===== src/rtl/core/oldk_pkg.sv =====
// ----------------------------------------------------------------------------
// oldk_pkg
// Shared types and constants for the ordered list with delete by key.
// ----------------------------------------------------------------------------
`default_nettype none

package oldk_pkg;

	localparam int DEPTH_DEF = 64;
	localparam int OP_W      = 2;
	localparam int IDENT_W   = 17;
	localparam int STATUS_W  = 3;

	localparam logic [IDENT_W-1:0] IDENT_MAX = 17'd100000;

	typedef enum logic [OP_W-1:0] {
		OP_APPEND = 2'd0,
		OP_REMOVE = 2'd1,
		OP_DUMP   = 2'd2,
		OP_NONE   = 2'd3
	} op_t;

	typedef enum logic [STATUS_W-1:0] {
		ST_OK      = 3'd0,
		ST_TAIL    = 3'd1,
		ST_MISSING = 3'd2,
		ST_FULL    = 3'd3,
		ST_EMPTY   = 3'd4,
		ST_RANGE   = 3'd5
	} status_t;

	typedef enum logic [2:0] {
		S_IDLE,
		S_APP_CHK,
		S_SCAN,
		S_SHIFT,
		S_DUMP,
		S_RESP
	} state_t;

endpackage

`default_nettype wire


===== src/rtl/core/oldk_if.sv =====
// ----------------------------------------------------------------------------
// oldk_in_if / oldk_out_if
// Valid/ready channels for operation items and result items.
// ----------------------------------------------------------------------------
`default_nettype none

interface oldk_in_if;
	import oldk_pkg::*;

	logic               valid;
	logic               ready;
	logic [OP_W-1:0]    op;
	logic [IDENT_W-1:0] ident;

	modport source (output valid, output op, output ident, input ready);
	modport sink   (input valid, input op, input ident, output ready);
endinterface

interface oldk_out_if;
	import oldk_pkg::*;

	logic                valid;
	logic                ready;
	logic [IDENT_W-1:0]  ident_out;
	logic [STATUS_W-1:0] status;
	logic                last;

	modport source (output valid, output ident_out, output status, output last, input ready);
	modport sink   (input valid, input ident_out, input status, input last, output ready);
endinterface

`default_nettype wire


===== src/rtl/core/oldk_mem.sv =====
// ----------------------------------------------------------------------------
// oldk_mem
// Identifier store: one write port, one read port with registered data.
// ----------------------------------------------------------------------------
`default_nettype none

module oldk_mem #(
	parameter int DEPTH = oldk_pkg::DEPTH_DEF,
	parameter int AW    = $clog2(DEPTH)
) (
	input  wire logic                        clk,
	input  wire logic                        ren,
	input  wire logic [AW-1:0]               raddr,
	output logic      [oldk_pkg::IDENT_W-1:0] rdata,
	input  wire logic                        we,
	input  wire logic [AW-1:0]               waddr,
	input  wire logic [oldk_pkg::IDENT_W-1:0] wdata
);
	import oldk_pkg::*;

	logic [IDENT_W-1:0] mem_q [DEPTH];
	logic [IDENT_W-1:0] rdata_q;

	always_ff @(posedge clk) begin
		if (we) begin
			mem_q[waddr] <= wdata;
		end
	end

	always_ff @(posedge clk) begin
		if (ren) begin
			rdata_q <= mem_q[raddr];
		end
	end

	assign rdata = rdata_q;

endmodule

`default_nettype wire


===== src/rtl/core/oldk_seq.sv =====
// ----------------------------------------------------------------------------
// oldk_seq
// Sequencer: walks the store through one read port for tail check, key
// search, compaction and dump, and one shared comparator for the first two.
// ----------------------------------------------------------------------------
`default_nettype none

module oldk_seq #(
	parameter int DEPTH = oldk_pkg::DEPTH_DEF,
	parameter int AW    = $clog2(DEPTH)
) (
	input  wire logic                         clk,
	input  wire logic                         arst_n,
	oldk_in_if.sink                           req,
	oldk_out_if.source                        rsp,
	output logic                              mem_ren,
	output logic      [AW-1:0]                mem_raddr,
	input  wire logic [oldk_pkg::IDENT_W-1:0] mem_rdata,
	output logic                              mem_we,
	output logic      [AW-1:0]                mem_waddr,
	output logic      [oldk_pkg::IDENT_W-1:0] mem_wdata
);
	import oldk_pkg::*;

	localparam int CW = $clog2(DEPTH + 1);
	localparam logic [CW-1:0] FULL_CNT = CW'(DEPTH);
	localparam logic [CW-1:0] ONE      = CW'(1);

	state_t             state_q, state_d;
	logic [IDENT_W-1:0] id_q;
	logic [CW-1:0]      cnt_q;
	logic [CW-1:0]      ptr_q;
	logic [CW-1:0]      cidx_q;
	logic [CW-1:0]      didx_q;
	logic               rvalid_q;
	status_t            res_st_q;

	logic               out_valid_q;
	logic [IDENT_W-1:0] out_ident_q;
	status_t            out_status_q;
	logic               out_last_q;

	logic               accept, out_free, range_bad, eq;
	op_t                in_op;
	logic [CW-1:0]      cnt_last, cidx_prev;
	logic               scan_hit, scan_end, shift_done, dump_load, dump_end;
	logic               issue, set_res, cnt_inc, cnt_dec, load_out;
	status_t            res_st_d;
	logic [IDENT_W-1:0] load_ident;
	status_t            load_status;
	logic               load_last;

	assign req.ready = (state_q == S_IDLE);
	assign accept    = req.valid && req.ready;
	assign in_op     = op_t'(req.op);
	assign range_bad = (req.ident > IDENT_MAX);
	assign out_free  = !out_valid_q || rsp.ready;
	assign cnt_last  = cnt_q - ONE;
	assign cidx_prev = cidx_q - ONE;

	// shared comparator: tail check and key search
	assign eq = (mem_rdata == id_q);

	assign scan_hit   = (state_q == S_SCAN) && rvalid_q && eq;
	assign scan_end   = (state_q == S_SCAN) && rvalid_q && !eq && (cidx_q == cnt_last);
	assign shift_done = (state_q == S_SHIFT) && (ptr_q == cnt_q) && !rvalid_q;
	assign dump_load  = (state_q == S_DUMP) && rvalid_q && out_free;
	assign dump_end   = dump_load && (didx_q == cnt_last);

	// next state
	always_comb begin
		state_d = state_q;
		unique case (state_q)
			S_IDLE: begin
				if (accept) begin
					unique case (in_op)
						OP_APPEND: state_d = range_bad ? S_RESP : S_APP_CHK;
						OP_REMOVE: state_d = (range_bad || cnt_q == '0) ? S_RESP : S_SCAN;
						OP_DUMP:   state_d = (cnt_q == '0) ? S_RESP : S_DUMP;
						default:   state_d = S_IDLE;
					endcase
				end
			end
			S_APP_CHK: state_d = S_RESP;
			S_SCAN: begin
				if (scan_hit) begin
					state_d = S_SHIFT;
				end else if (scan_end) begin
					state_d = S_RESP;
				end
			end
			S_SHIFT: begin
				if (shift_done) begin
					state_d = S_RESP;
				end
			end
			S_DUMP: begin
				if (dump_end) begin
					state_d = S_IDLE;
				end
			end
			S_RESP: begin
				if (out_free) begin
					state_d = S_IDLE;
				end
			end
			default: state_d = S_IDLE;
		endcase
	end

	// control strobes
	always_comb begin
		mem_ren     = 1'b0;
		mem_raddr   = ptr_q[AW-1:0];
		mem_we      = 1'b0;
		mem_waddr   = cnt_q[AW-1:0];
		mem_wdata   = id_q;
		issue       = 1'b0;
		set_res     = 1'b0;
		res_st_d    = ST_OK;
		cnt_inc     = 1'b0;
		cnt_dec     = 1'b0;
		load_out    = 1'b0;
		load_ident  = '0;
		load_status = res_st_q;
		load_last   = 1'b1;
		unique case (state_q)
			S_IDLE: begin
				if (accept) begin
					set_res = 1'b1;
					unique case (in_op)
						OP_APPEND: begin
							// fetch the tail entry for the equality check
							mem_ren   = 1'b1;
							mem_raddr = cnt_last[AW-1:0];
							res_st_d  = ST_RANGE;
						end
						OP_REMOVE: res_st_d = range_bad ? ST_RANGE : ST_MISSING;
						OP_DUMP:   res_st_d = ST_EMPTY;
						default:   res_st_d = ST_OK;
					endcase
				end
			end
			S_APP_CHK: begin
				set_res = 1'b1;
				if (cnt_q != '0 && eq) begin
					res_st_d = ST_TAIL;
				end else if (cnt_q == FULL_CNT) begin
					res_st_d = ST_FULL;
				end else begin
					res_st_d = ST_OK;
					mem_we   = 1'b1;
					cnt_inc  = 1'b1;
				end
			end
			S_SCAN: begin
				issue   = (ptr_q < cnt_q) && !scan_hit;
				mem_ren = issue;
				if (scan_end) begin
					set_res  = 1'b1;
					res_st_d = ST_MISSING;
				end
			end
			S_SHIFT: begin
				// read the next entry while writing the one fetched before, entry j+1, to j
				issue     = (ptr_q < cnt_q);
				mem_ren   = issue;
				mem_we    = rvalid_q;
				mem_waddr = cidx_prev[AW-1:0];
				mem_wdata = mem_rdata;
				if (shift_done) begin
					set_res  = 1'b1;
					res_st_d = ST_OK;
					cnt_dec  = 1'b1;
				end
			end
			S_DUMP: begin
				issue       = (ptr_q < cnt_q) && (!rvalid_q || dump_load);
				mem_ren     = issue;
				load_out    = dump_load;
				load_ident  = mem_rdata;
				load_status = ST_OK;
				load_last   = dump_end;
			end
			S_RESP: begin
				load_out = out_free;
			end
			default: begin
				load_out = 1'b0;
			end
		endcase
	end

	always_ff @(posedge clk or negedge arst_n) begin
		if (!arst_n) begin
			state_q     <= S_IDLE;
			cnt_q       <= '0;
			ptr_q       <= '0;
			cidx_q      <= '0;
			didx_q      <= '0;
			rvalid_q    <= 1'b0;
			res_st_q    <= ST_OK;
			out_valid_q <= 1'b0;
		end else begin
			state_q <= state_d;

			if (cnt_inc) begin
				cnt_q <= cnt_q + ONE;
			end else if (cnt_dec) begin
				cnt_q <= cnt_last;
			end

			if (state_q == S_IDLE) begin
				ptr_q <= '0;
			end else if (scan_hit) begin
				ptr_q <= cidx_q + ONE;
			end else if (issue) begin
				ptr_q <= ptr_q + ONE;
			end

			if (issue) begin
				cidx_q <= ptr_q;
			end

			// read data stays valid in dump until the output slot takes it
			rvalid_q <= issue || ((state_q == S_DUMP) && rvalid_q && !dump_load);

			if (state_q == S_IDLE) begin
				didx_q <= '0;
			end else if (dump_load) begin
				didx_q <= didx_q + ONE;
			end

			if (set_res) begin
				res_st_q <= res_st_d;
			end

			if (load_out) begin
				out_valid_q <= 1'b1;
			end else if (rsp.ready) begin
				out_valid_q <= 1'b0;
			end
		end
	end

	always_ff @(posedge clk) begin
		if (accept) begin
			id_q <= req.ident;
		end
		if (load_out) begin
			out_ident_q  <= load_ident;
			out_status_q <= load_status;
			out_last_q   <= load_last;
		end
	end

	assign rsp.valid     = out_valid_q;
	assign rsp.ident_out = out_ident_q;
	assign rsp.status    = out_status_q;
	assign rsp.last      = out_last_q;

endmodule

`default_nettype wire


===== src/rtl/core/ordered_list_delete_by_key.sv =====
// ----------------------------------------------------------------------------
// ordered_list_delete_by_key
// Ordered identifier list with append, remove by key and in-order dump.
// ----------------------------------------------------------------------------
// Usage:
//   req carries one operation item (op, ident); rsp returns result items
//   (ident_out, status, last). Both are valid/ready channels.
//   Append checks the tail entry, then gives one result.
//   Remove with a hit at entry i searches up to i, compacts the entries
//   above i, then gives one result; a miss searches the whole list first.
//   Dump streams count results, one per cycle while rsp is ready, last
//   set on the final one; an empty list gives a single empty result.
//   Out-of-range identifiers and empty removes go straight to the result.
//   Items that walk the whole store take longest (a remove that hits the
//   first entry of a full list, for one), since every entry passes the
//   single read port of the store.
//   req.ready is high only while the sequencer is idle.
//   If rsp stalls, the sequencer holds in place until the output register
//   frees; no result is dropped.
//   Reset empties the list at once; store contents are not cleared and
//   no clearing pass is needed.
// ----------------------------------------------------------------------------
`default_nettype none

module ordered_list_delete_by_key #(
	parameter int DEPTH = oldk_pkg::DEPTH_DEF
) (
	input  wire logic  clk,
	input  wire logic  arst_n,
	oldk_in_if.sink    req,
	oldk_out_if.source rsp
);
	import oldk_pkg::*;

	localparam int AW = $clog2(DEPTH);

	logic               mem_ren, mem_we;
	logic [AW-1:0]      mem_raddr, mem_waddr;
	logic [IDENT_W-1:0] mem_rdata, mem_wdata;

	oldk_seq #(
		.DEPTH (DEPTH),
		.AW    (AW)
	) u_seq (
		.clk       (clk),
		.arst_n    (arst_n),
		.req       (req),
		.rsp       (rsp),
		.mem_ren   (mem_ren),
		.mem_raddr (mem_raddr),
		.mem_rdata (mem_rdata),
		.mem_we    (mem_we),
		.mem_waddr (mem_waddr),
		.mem_wdata (mem_wdata)
	);

	oldk_mem #(
		.DEPTH (DEPTH),
		.AW    (AW)
	) u_mem (
		.clk   (clk),
		.ren   (mem_ren),
		.raddr (mem_raddr),
		.rdata (mem_rdata),
		.we    (mem_we),
		.waddr (mem_waddr),
		.wdata (mem_wdata)
	);

endmodule

`default_nettype wire


===== src/flat_wrapper.sv =====
// flat-port wrapper written by rule: the top's interface ports become plain ports
module ordered_list_delete_by_key_flat import oldk_pkg::*;
#(
	parameter int DEPTH = oldk_pkg::DEPTH_DEF
)
  (clk, arst_n, req_valid, req_op, req_ident, req_ready, rsp_valid, rsp_ident_out, rsp_status, rsp_last, rsp_ready);
  oldk_in_if req_i ();
  oldk_out_if rsp_i ();
  input  wire logic clk;
  input  wire logic arst_n;
  input wire logic [$bits(req_i.valid)-1:0] req_valid;
  input wire logic [$bits(req_i.op)-1:0] req_op;
  input wire logic [$bits(req_i.ident)-1:0] req_ident;
  output wire logic [$bits(req_i.ready)-1:0] req_ready;
  output wire logic [$bits(rsp_i.valid)-1:0] rsp_valid;
  output wire logic [$bits(rsp_i.ident_out)-1:0] rsp_ident_out;
  output wire logic [$bits(rsp_i.status)-1:0] rsp_status;
  output wire logic [$bits(rsp_i.last)-1:0] rsp_last;
  input wire logic [$bits(rsp_i.ready)-1:0] rsp_ready;
  assign req_i.valid = req_valid;
  assign req_i.op = req_op;
  assign req_i.ident = req_ident;
  assign req_ready = req_i.ready;
  assign rsp_valid = rsp_i.valid;
  assign rsp_ident_out = rsp_i.ident_out;
  assign rsp_status = rsp_i.status;
  assign rsp_last = rsp_i.last;
  assign rsp_i.ready = rsp_ready;
  ordered_list_delete_by_key #(.DEPTH(DEPTH)) u_core (.clk(clk), .arst_n(arst_n), .req(req_i), .rsp(rsp_i));
endmodule

===== config.mk =====
export PLATFORM = sky130hd
export DESIGN_NAME = ordered_list_delete_by_key_flat
export DESIGN_NICKNAME = d
export VERILOG_FILES = /design/src/rtl/core/oldk_pkg.sv /design/src/rtl/core/oldk_if.sv /design/src/rtl/core/oldk_mem.sv /design/src/rtl/core/oldk_seq.sv /design/src/rtl/core/ordered_list_delete_by_key.sv /design/src/flat_wrapper.sv
export SDC_FILE = /design/constraint.sdc
export NUM_CORES = 2
export LEC_CHECK = 0
export BUFFER_PORTS_ARGS = -buffer_cell sky130_fd_sc_hd__buf_2
export CAP_MARGIN = 20
export CORE_ASPECT_RATIO = 0.6
export CORE_MARGIN = 10
export CORE_UTILIZATION = 45
export CTS_CLUSTER_SIZE = 24
export DETAILED_ROUTE_END_ITERATION = 8
export GPL_TIMING_DRIVEN = 0
export PLACE_DENSITY = 0.67
export SLEW_MARGIN = 5
export SYNTH_ARGS = -nofsm -noshare
export SYNTH_HDL_FRONTEND = slang
export SYNTH_SLANG_ARGS = --single-unit

===== constraint.sdc =====
create_clock -name clk -period 11.2 [get_ports clk]
set_clock_uncertainty 0.1 [all_clocks]
set_input_delay 2.24 -clock clk [delete_from_list [all_inputs] [get_ports clk]]
set_output_delay 2.24 -clock clk [all_outputs]
set_load 0.03 [all_outputs]

# Word-level counts from Yosys, hierarchy flattened
# Memories as Yosys holds them, arrays and structs flattened. A register that Yosys moved wholly into a read port is not among the register bits.
# Index checks and enable logic that the tools add are counted.
[totals] out_inout_bits=23 reg_bits=74 elab_cells=118 mem_bits_ro=0 latch_bits=0 mem_count=1 in_bits=23 mem_bits_rw=1088
[memory_table] name="u_core.u_mem.mem_q" words=64 word_bits=17 read_ports=1 rd_clocked_by_memory_dff=1 wr=1 line_no="oldk_mem.sv:21" rtl="logic [IDENT_W-1:0] mem_q [DEPTH];"
[classes] eq_ne=17 n_lt_le_gt_ge=2 muxes=48 mul=0 div=0 add_sub_neg=6 shifts=0 bitwise=0 n_reduce_logical=32
[ops] operator="2-to-1 mux 7 bit" count=7
[ops] operator="2-to-1 mux 3 bit" count=10
[ops] operator="adder 7 x 1 -> 7 bit (second input constant)" count=4
[ops] operator="case mux 3 bit (3 select lines)" count=3
[ops] operator="2-to-1 mux 6 bit" count=4
[ops] operator="equality test 7 bit" count=3
[ops] operator="case mux 3 bit (6 select lines)" count=1
[ops] operator="equality test 17 bit" count=1
[ops] operator="> comparator 17 bit (second input constant)" count=1
[ops] operator="2-to-1 mux 17 bit" count=1
[ops] operator="logical AND 1 bit" count=14
[ops] operator="2-to-1 mux 1 bit" count=14
[ops] operator="case mux 1 bit (4 select lines)" count=2
[ops] operator="equality test 7 bit (second input constant)" count=1
[ops] operator="zero test 7 bit" count=1
[ops] operator="< comparator 7 bit" count=1
[ops] operator="nonzero test 7 bit" count=1
[ops] operator="subtractor 7 x 1 -> 7 bit (second input constant)" count=1
[ops] operator="equality test 3 x 2 -> 1 bit (second input constant)" count=2
[ops] operator="equality test 3 bit (second input constant)" count=2
[ops] operator="2-to-1 mux 2 bit" count=3
[ops] operator="!= test 2 bit (second input constant)" count=3
[ops] operator="nonzero test 2 bit" count=3
[ops] operator="subtractor 6 x 1 -> 6 bit (second input constant)" count=1
[ops] operator="13 further kinds" count=21

# Logic depth before layout (Yosys ltp)
[logic_depth] depth_word=9 ltp_mapped=13 ltp_nobuf=11

# Cells and area by module
# Synthesis repeated with hierarchy kept, for this count alone.
[unflattened] hier_cells=2414 hier_area_um2=47047.6
[by_module_without_submodules] mod="oldk_mem" cells_per_inst=1953 seq_area_each_um2=33181.8 n_inst=1 area_per_inst_um2=42514.5
[by_module_without_submodules] mod="oldk_seq" cells_per_inst=461 seq_area_each_um2=2042.0 n_inst=1 area_per_inst_um2=4533.1

# Worst setup path before layout
# No wires, ideal clock.
[synth_path] path_kind="input-to-reg" start="input req_op[0]" end="register u_core.u_mem.rdata_q[15], in the netlist u_core.u_mem.rdata[15] (read register of u_core.u_mem.mem_q) (data pin)" n_path_buf=3 path_slack_ns=6.480 required_time_ns=10.844 setup_ns=0.256 stages=10 t_arrival_ns=4.364 path_cell_list="buf_2 -> or3b_4 -> buf_6 -> o21ai_4 -> nand2_1 -> buf_2 -> a211oi_1 -> a211oi_1 -> or4_1 -> and4_1"
[synth_between] elab_chain_len=4 elab_cells_between_ends=7 cone_classes="mux: 6; reduce/logical: 1"
[synth_lines] item="start: declaration" line_no="flat_wrapper.sv:12" rtl="input wire logic [$bits(req_i.op)-1:0] req_op;"
[synth_lines] item="zero test 2 bit (*)" line_no="oldk_seq.sv:131" rtl="unique case (in_op)"
[synth_lines] item="2-to-1 mux 1 bit or 2-to-1 mux 6 bit (tied branches)" line_no="oldk_seq.sv:131"
[synth_lines] item="2-to-1 mux 1 bit or 2-to-1 mux 6 bit (tied branches)" line_no="oldk_seq.sv:129" rtl="if (accept) begin"
[synth_lines] item="case mux 1 bit (4 select lines) or 2-to-1 mux 6 bit (tied branches)" line_no="oldk_seq.sv:127" rtl="unique case (state_q)"
[synth_lines] item="end: declaration" line_no="oldk_mem.sv:22" rtl="logic [IDENT_W-1:0] rdata_q;"
# Every way passes the cells marked *; elsewhere a longest branch is shown, timed or not.
# A chain may end at the register's enable or synchronous reset.

# Worst setup path after layout
[layout_path] start="input req_valid" end="register u_core.u_mem.rdata_q[16], in the netlist u_core.u_mem.rdata[16] (read register of u_core.u_mem.mem_q) (data pin)"
[layout_between] elab_chain_len=3 elab_cells_between_ends=5 cone_classes="mux: 4; reduce/logical: 1"
[layout_lines] item="start: declaration" line_no="flat_wrapper.sv:11" rtl="input wire logic [$bits(req_i.valid)-1:0] req_valid;"
[layout_lines] item="logical AND 1 bit (*)" line_no="oldk_seq.sv:54" rtl="assign accept = req.valid && req.ready;"
[layout_lines] item="2-to-1 mux 1 bit or 2-to-1 mux 6 bit (tied branches)" line_no="oldk_seq.sv:129"
[layout_lines] item="case mux 1 bit (4 select lines) or 2-to-1 mux 6 bit (tied branches)" line_no="oldk_seq.sv:127"
# Marks and branches as above.

==> implementation parameters <==
Parameter                              Value

GRT
  GR Overflow Total    0
  Global-route wire length before repair    roughly 220 mm
  Overall routing resource usage    between 20% and 30%
  Antenna violations before repair    5
  Number of global-route vias before repair    roughly 30000
  Maximum number of pins on one net before global-route repair    65

Clock network
  CTS tree    done
  Sinks on the clock net    roughly 1200
  Hold_buf cts    0
  Clk pin slew, worst setup/hold paths    roughly 0.070 ns
  Number of instances resized during post-cts repair    0
  CTS buffer count    100
  Clock Tree Buf Depth    3
  Clock Latency Late Sink    ~0.7 ns
  H-tree levels    3
  CTS root buf    sky130_fd_sc_hd__clkbuf_16
  Setup repair bufs after CTS    0

Timing
  Final total negative setup slack    0 ns
  Number of endpoints failing setup at the final stage    0
  Setup repair after global routing missed its margin    no
  Endpoints failing hold    0
  Time the final worst path needs with I/O delays and setup    approximately 6.5 ns
  Final Slew Violations    0
  Period utilization    between 50% and 60%
  Slew margin rel.    8.05%
  Pin slew with the least headroom to its limit    approximately 1.4 ns
  Fmax achieved    around 150 MHz

Worst hold path
  Type of the worst min-delay path    reg -> reg
  Launch instance of the worst min-delay path    u_core.u_seq.res_st_q[0]$_DFFE_PN0P_
  Worst Hold Path Cells    2
  Hold Path Sink    u_core.u_seq.res_st_q[0]$_DFFE_PN0P_

Synth
  Number of flip-flops and latches in the synthesized netlist    approximately 1200
  Main synth FF type    sky130_fd_sc_hd__edfxtp_1
  Ranking of synthesized cells by area    sky130_fd_sc_hd__edfxtp_1 71%, sky130_fd_sc_hd__mux2i_1 3.8%, sky130_fd_sc_hd__a211oi_1 3.0%, sky130_fd_sc_hd__nand2_1 2.5%, sky130_fd_sc_hd__and3_1 2.3%
  Average cell area after synthesis    14.9 um^2
  Synthesized area    roughly 48000 um^2
  Sequential area share after synthesis    approximately three quarters
  Count of yosys warnings during synthesis    0
  Number of synthesized flops with an enable pin    roughly 1100
  Share of flip-flops with an asynchronous set or reset after synthesis    about 3.1%
  Net count of the mapped netlist    about 3300
  Proportion of netlist area held by the largest area contributor    a little under three quarters
  Number of different library cells in the post-synthesis netlist    74
  Largest area contributor in the synthesized netlist    sky130_fd_sc_hd__edfxtp_1
  Gate count after technology mapping    ~3200

Setup path
  Arrival time of data at the critical path endpoint    between 6 and 7 ns
  Worst reg2reg path endpoint    u_core.u_mem.rdata[16]$_DFFE_PP_
  Crit path max fanout    10
  Worst flop-to-flop path startpoint    u_core.u_seq.cnt_q[1]$_DFFE_PN0P_
  FF-to-FF setup slack    4.77 ns
  Category of the worst setup path launch point    primary input
  Start-to-end type of the worst setup path    in -> reg
  CP endpoint kind    register
  Worst reg-to-reg path cell count    12
  Critical Path RT    11.49 ns

Route
  Final routed DRC violation total    0
  Detail-routed net length per standard cell    ~31 um
  Via count    around 32000
  Total detailed-routing wirelength    152 mm
  1st-iter DRT viols    about 5500
  Count of antenna-violating nets left after detailed routing    0
  Detailed-route vias per instance    between 6 and 7
  First-pass iteration count of the detailed router    6

Power
  Cell leakage power    approximately 18 nW
  Combinational share of power    0.2%
  Net Switching    around 1.6 mW
  Pwr/cell area    between 150 and 200 nW/um^2
  Clock network fraction of total power    between 40% and 50%
  Net switching fraction of the power    a little under 20%
  Worst-case vdd ir drop    approximately 130 uV
  Internal Dissipation    about 6.7 mW
  Sequential Power Share    a little under three fifths

Die
  Full die area    about 120000 um^2
  Total number of placement rows    slightly above 90
  Number of top-level pins    46
  Chip width    between 400 and 500 um
  Vertical die dimension    around 270 um
  Starting density of the core    around 46%
  Core Footprint    around 110000 um^2

Layout
  Area growth from synthesis to layout    14.5%
  Final net count    3497
  Share of final-layout standard cells stronger than drive strength 1    between 10 and 15%
  Count of placed standard cells in the final layout, fillers left out    4955
  Commonest cells after routing, fill and taps aside    1143 x sky130_fd_sc_hd__edfxtp_1, 299 x sky130_fd_sc_hd__nand2_1, 195 x sky130_fd_sc_hd__a211oi_1
  Most frequent standard cell in the layout excluding fill and tap cells    sky130_fd_sc_hd__edfxtp_1

Status
  Run status    finished clean

Flow run
  Maximum capacitance violations    0

Place
  Gpl congestion    ~1.0
  Placed cell count    4763
  Final HPWL DP    107 mm
  Count of port buffers added during placement    43
metrics by stage:
step	power [mW]	hold WS, ns	util [%]	area [um^2]	setup slack (ns)
final	8.31	0.402	52.2	55000	4.66
after global routing	8.49	0.450	52.1	55000	4.87
after CTS	8.33	0.403	52.1	54900	5.11
after detailed placement	4.87	0.387	49.0	51700	4.34
after global placement	4.87	0.385	47.4	50000	3.68
after floorplan	4.86	0.352	-	48000	6.48
area by class of cell:
type,instances,area [um^2]
repair buffers,138,1580
plain buffers,243,1100
fillers,8655,50500
diodes,3,7.51
inverters,21,78.8
clock inverters,61,593
clock buffers,121,2650
multi-input cells,1779,12000
flip-flops and latches,1179,35200
well taps,1410,1760
logic make-up after synthesis:
group / count (synthesis) / synth area share (%)
multiplexers: 188 / 3.93
adder cells (fa/ha/maj): 12 / 0.313
AND/OR/NAND/NOR: 839 / 8.66
XOR/XNOR: 58 / 1.12
buffers and inverters: 264 / 2.45
AO/OA/AOI/OAI: 682 / 10.2
flip-flops: 1179 / 73.4
layer usage:
layer,track usage (%),vias to the layer above,part of all wire [%]
met3,9.91,261,16
met2,31.1,2260,38
li1,-,13264,-
met5,0.714,-,0.079
met1,37.7,16166,43
met4,6.76,3,2.6
worst max-delay path, cell delays in order:
cell	delay, ns
sky130_fd_sc_hd__buf_2	0.12
sky130_fd_sc_hd__nor3b_2	0.21
sky130_fd_sc_hd__nand3_1	0.27
sky130_fd_sc_hd__clkbuf_1	0.81
sky130_fd_sc_hd__o32a_1	0.51
sky130_fd_sc_hd__buf_2	0.48
sky130_fd_sc_hd__clkbuf_1	0.72
sky130_fd_sc_hd__a221oi_1	0.11
sky130_fd_sc_hd__nor4_1	1.13
sky130_fd_sc_hd__nor4_1	0.19
sequential cells by signal, indices dropped and copies added, names as in the netlist, 7 cells and up:
register                    count
u_core.u_mem.mem_q           1088
u_core.u_mem.rdata             17
u_core.u_seq.id_q              17
u_core.u_seq.rsp.ident_out     17
u_core.u_seq.cidx_q             7
u_core.u_seq.cnt_q              7
u_core.u_seq.didx_q             7
u_core.u_seq.ptr_q              7
cells in the mapped netlist, drive strengths merged (18+ instances only):
| cell | instances |
|---|---|
| a311oi | 33 |
| and3 | 176 |
| buf | 97 |
| nor2 | 95 |
| a211oi | 195 |
| nand3 | 91 |
| inv | 20 |
| xnor2 | 32 |
| edfxtp | 1143 |
| and2 | 18 |
| mux2i | 184 |
| xor2 | 24 |
| o32ai | 21 |
| nand2 | 317 |
| a21oi | 150 |
| dfrtp | 36 |
| nor4 | 88 |
| o221ai | 35 |
| clkbuf | 146 |
| o31ai | 22 |
| a221oi | 82 |
| o21ai | 62 |
how the worst max path moves through the flow:
stage / cells after the start / to / start
2_1_floorplan: 10 / u_core.u_mem.rdata[15]$_DFFE_PP_ / req_op[0]
3_3_place_gp: 12 / u_core.u_mem.rdata[8]$_DFFE_PP_ / req_op[0]
3_5_place_dp: 11 / u_core.u_mem.rdata[9]$_DFFE_PP_ / req_op[0]
4_1_cts: 11 / u_core.u_mem.rdata[9]$_DFFE_PP_ / req_op[0]
5_1_grt: 10 / u_core.u_mem.rdata[2]$_DFFE_PP_ / req_valid
6_report: 10 / u_core.u_mem.rdata[16]$_DFFE_PP_ / req_valid
power groups by stage:
stage | clock [mW] | combinational [mW] | sequential (mW)
4_1_cts | 3.55 | 0.0136 | 4.76
2_1_floorplan | 0 | 0.00399 | 4.86
3_5_place_dp | 0 | 0.0136 | 4.86
3_3_place_gp | 0 | 0.0136 | 4.86
6_report | 3.54 | 0.0139 | 4.76
5_1_grt | 3.72 | 0.0145 | 4.76
Power figures use the tool's default switching activity.
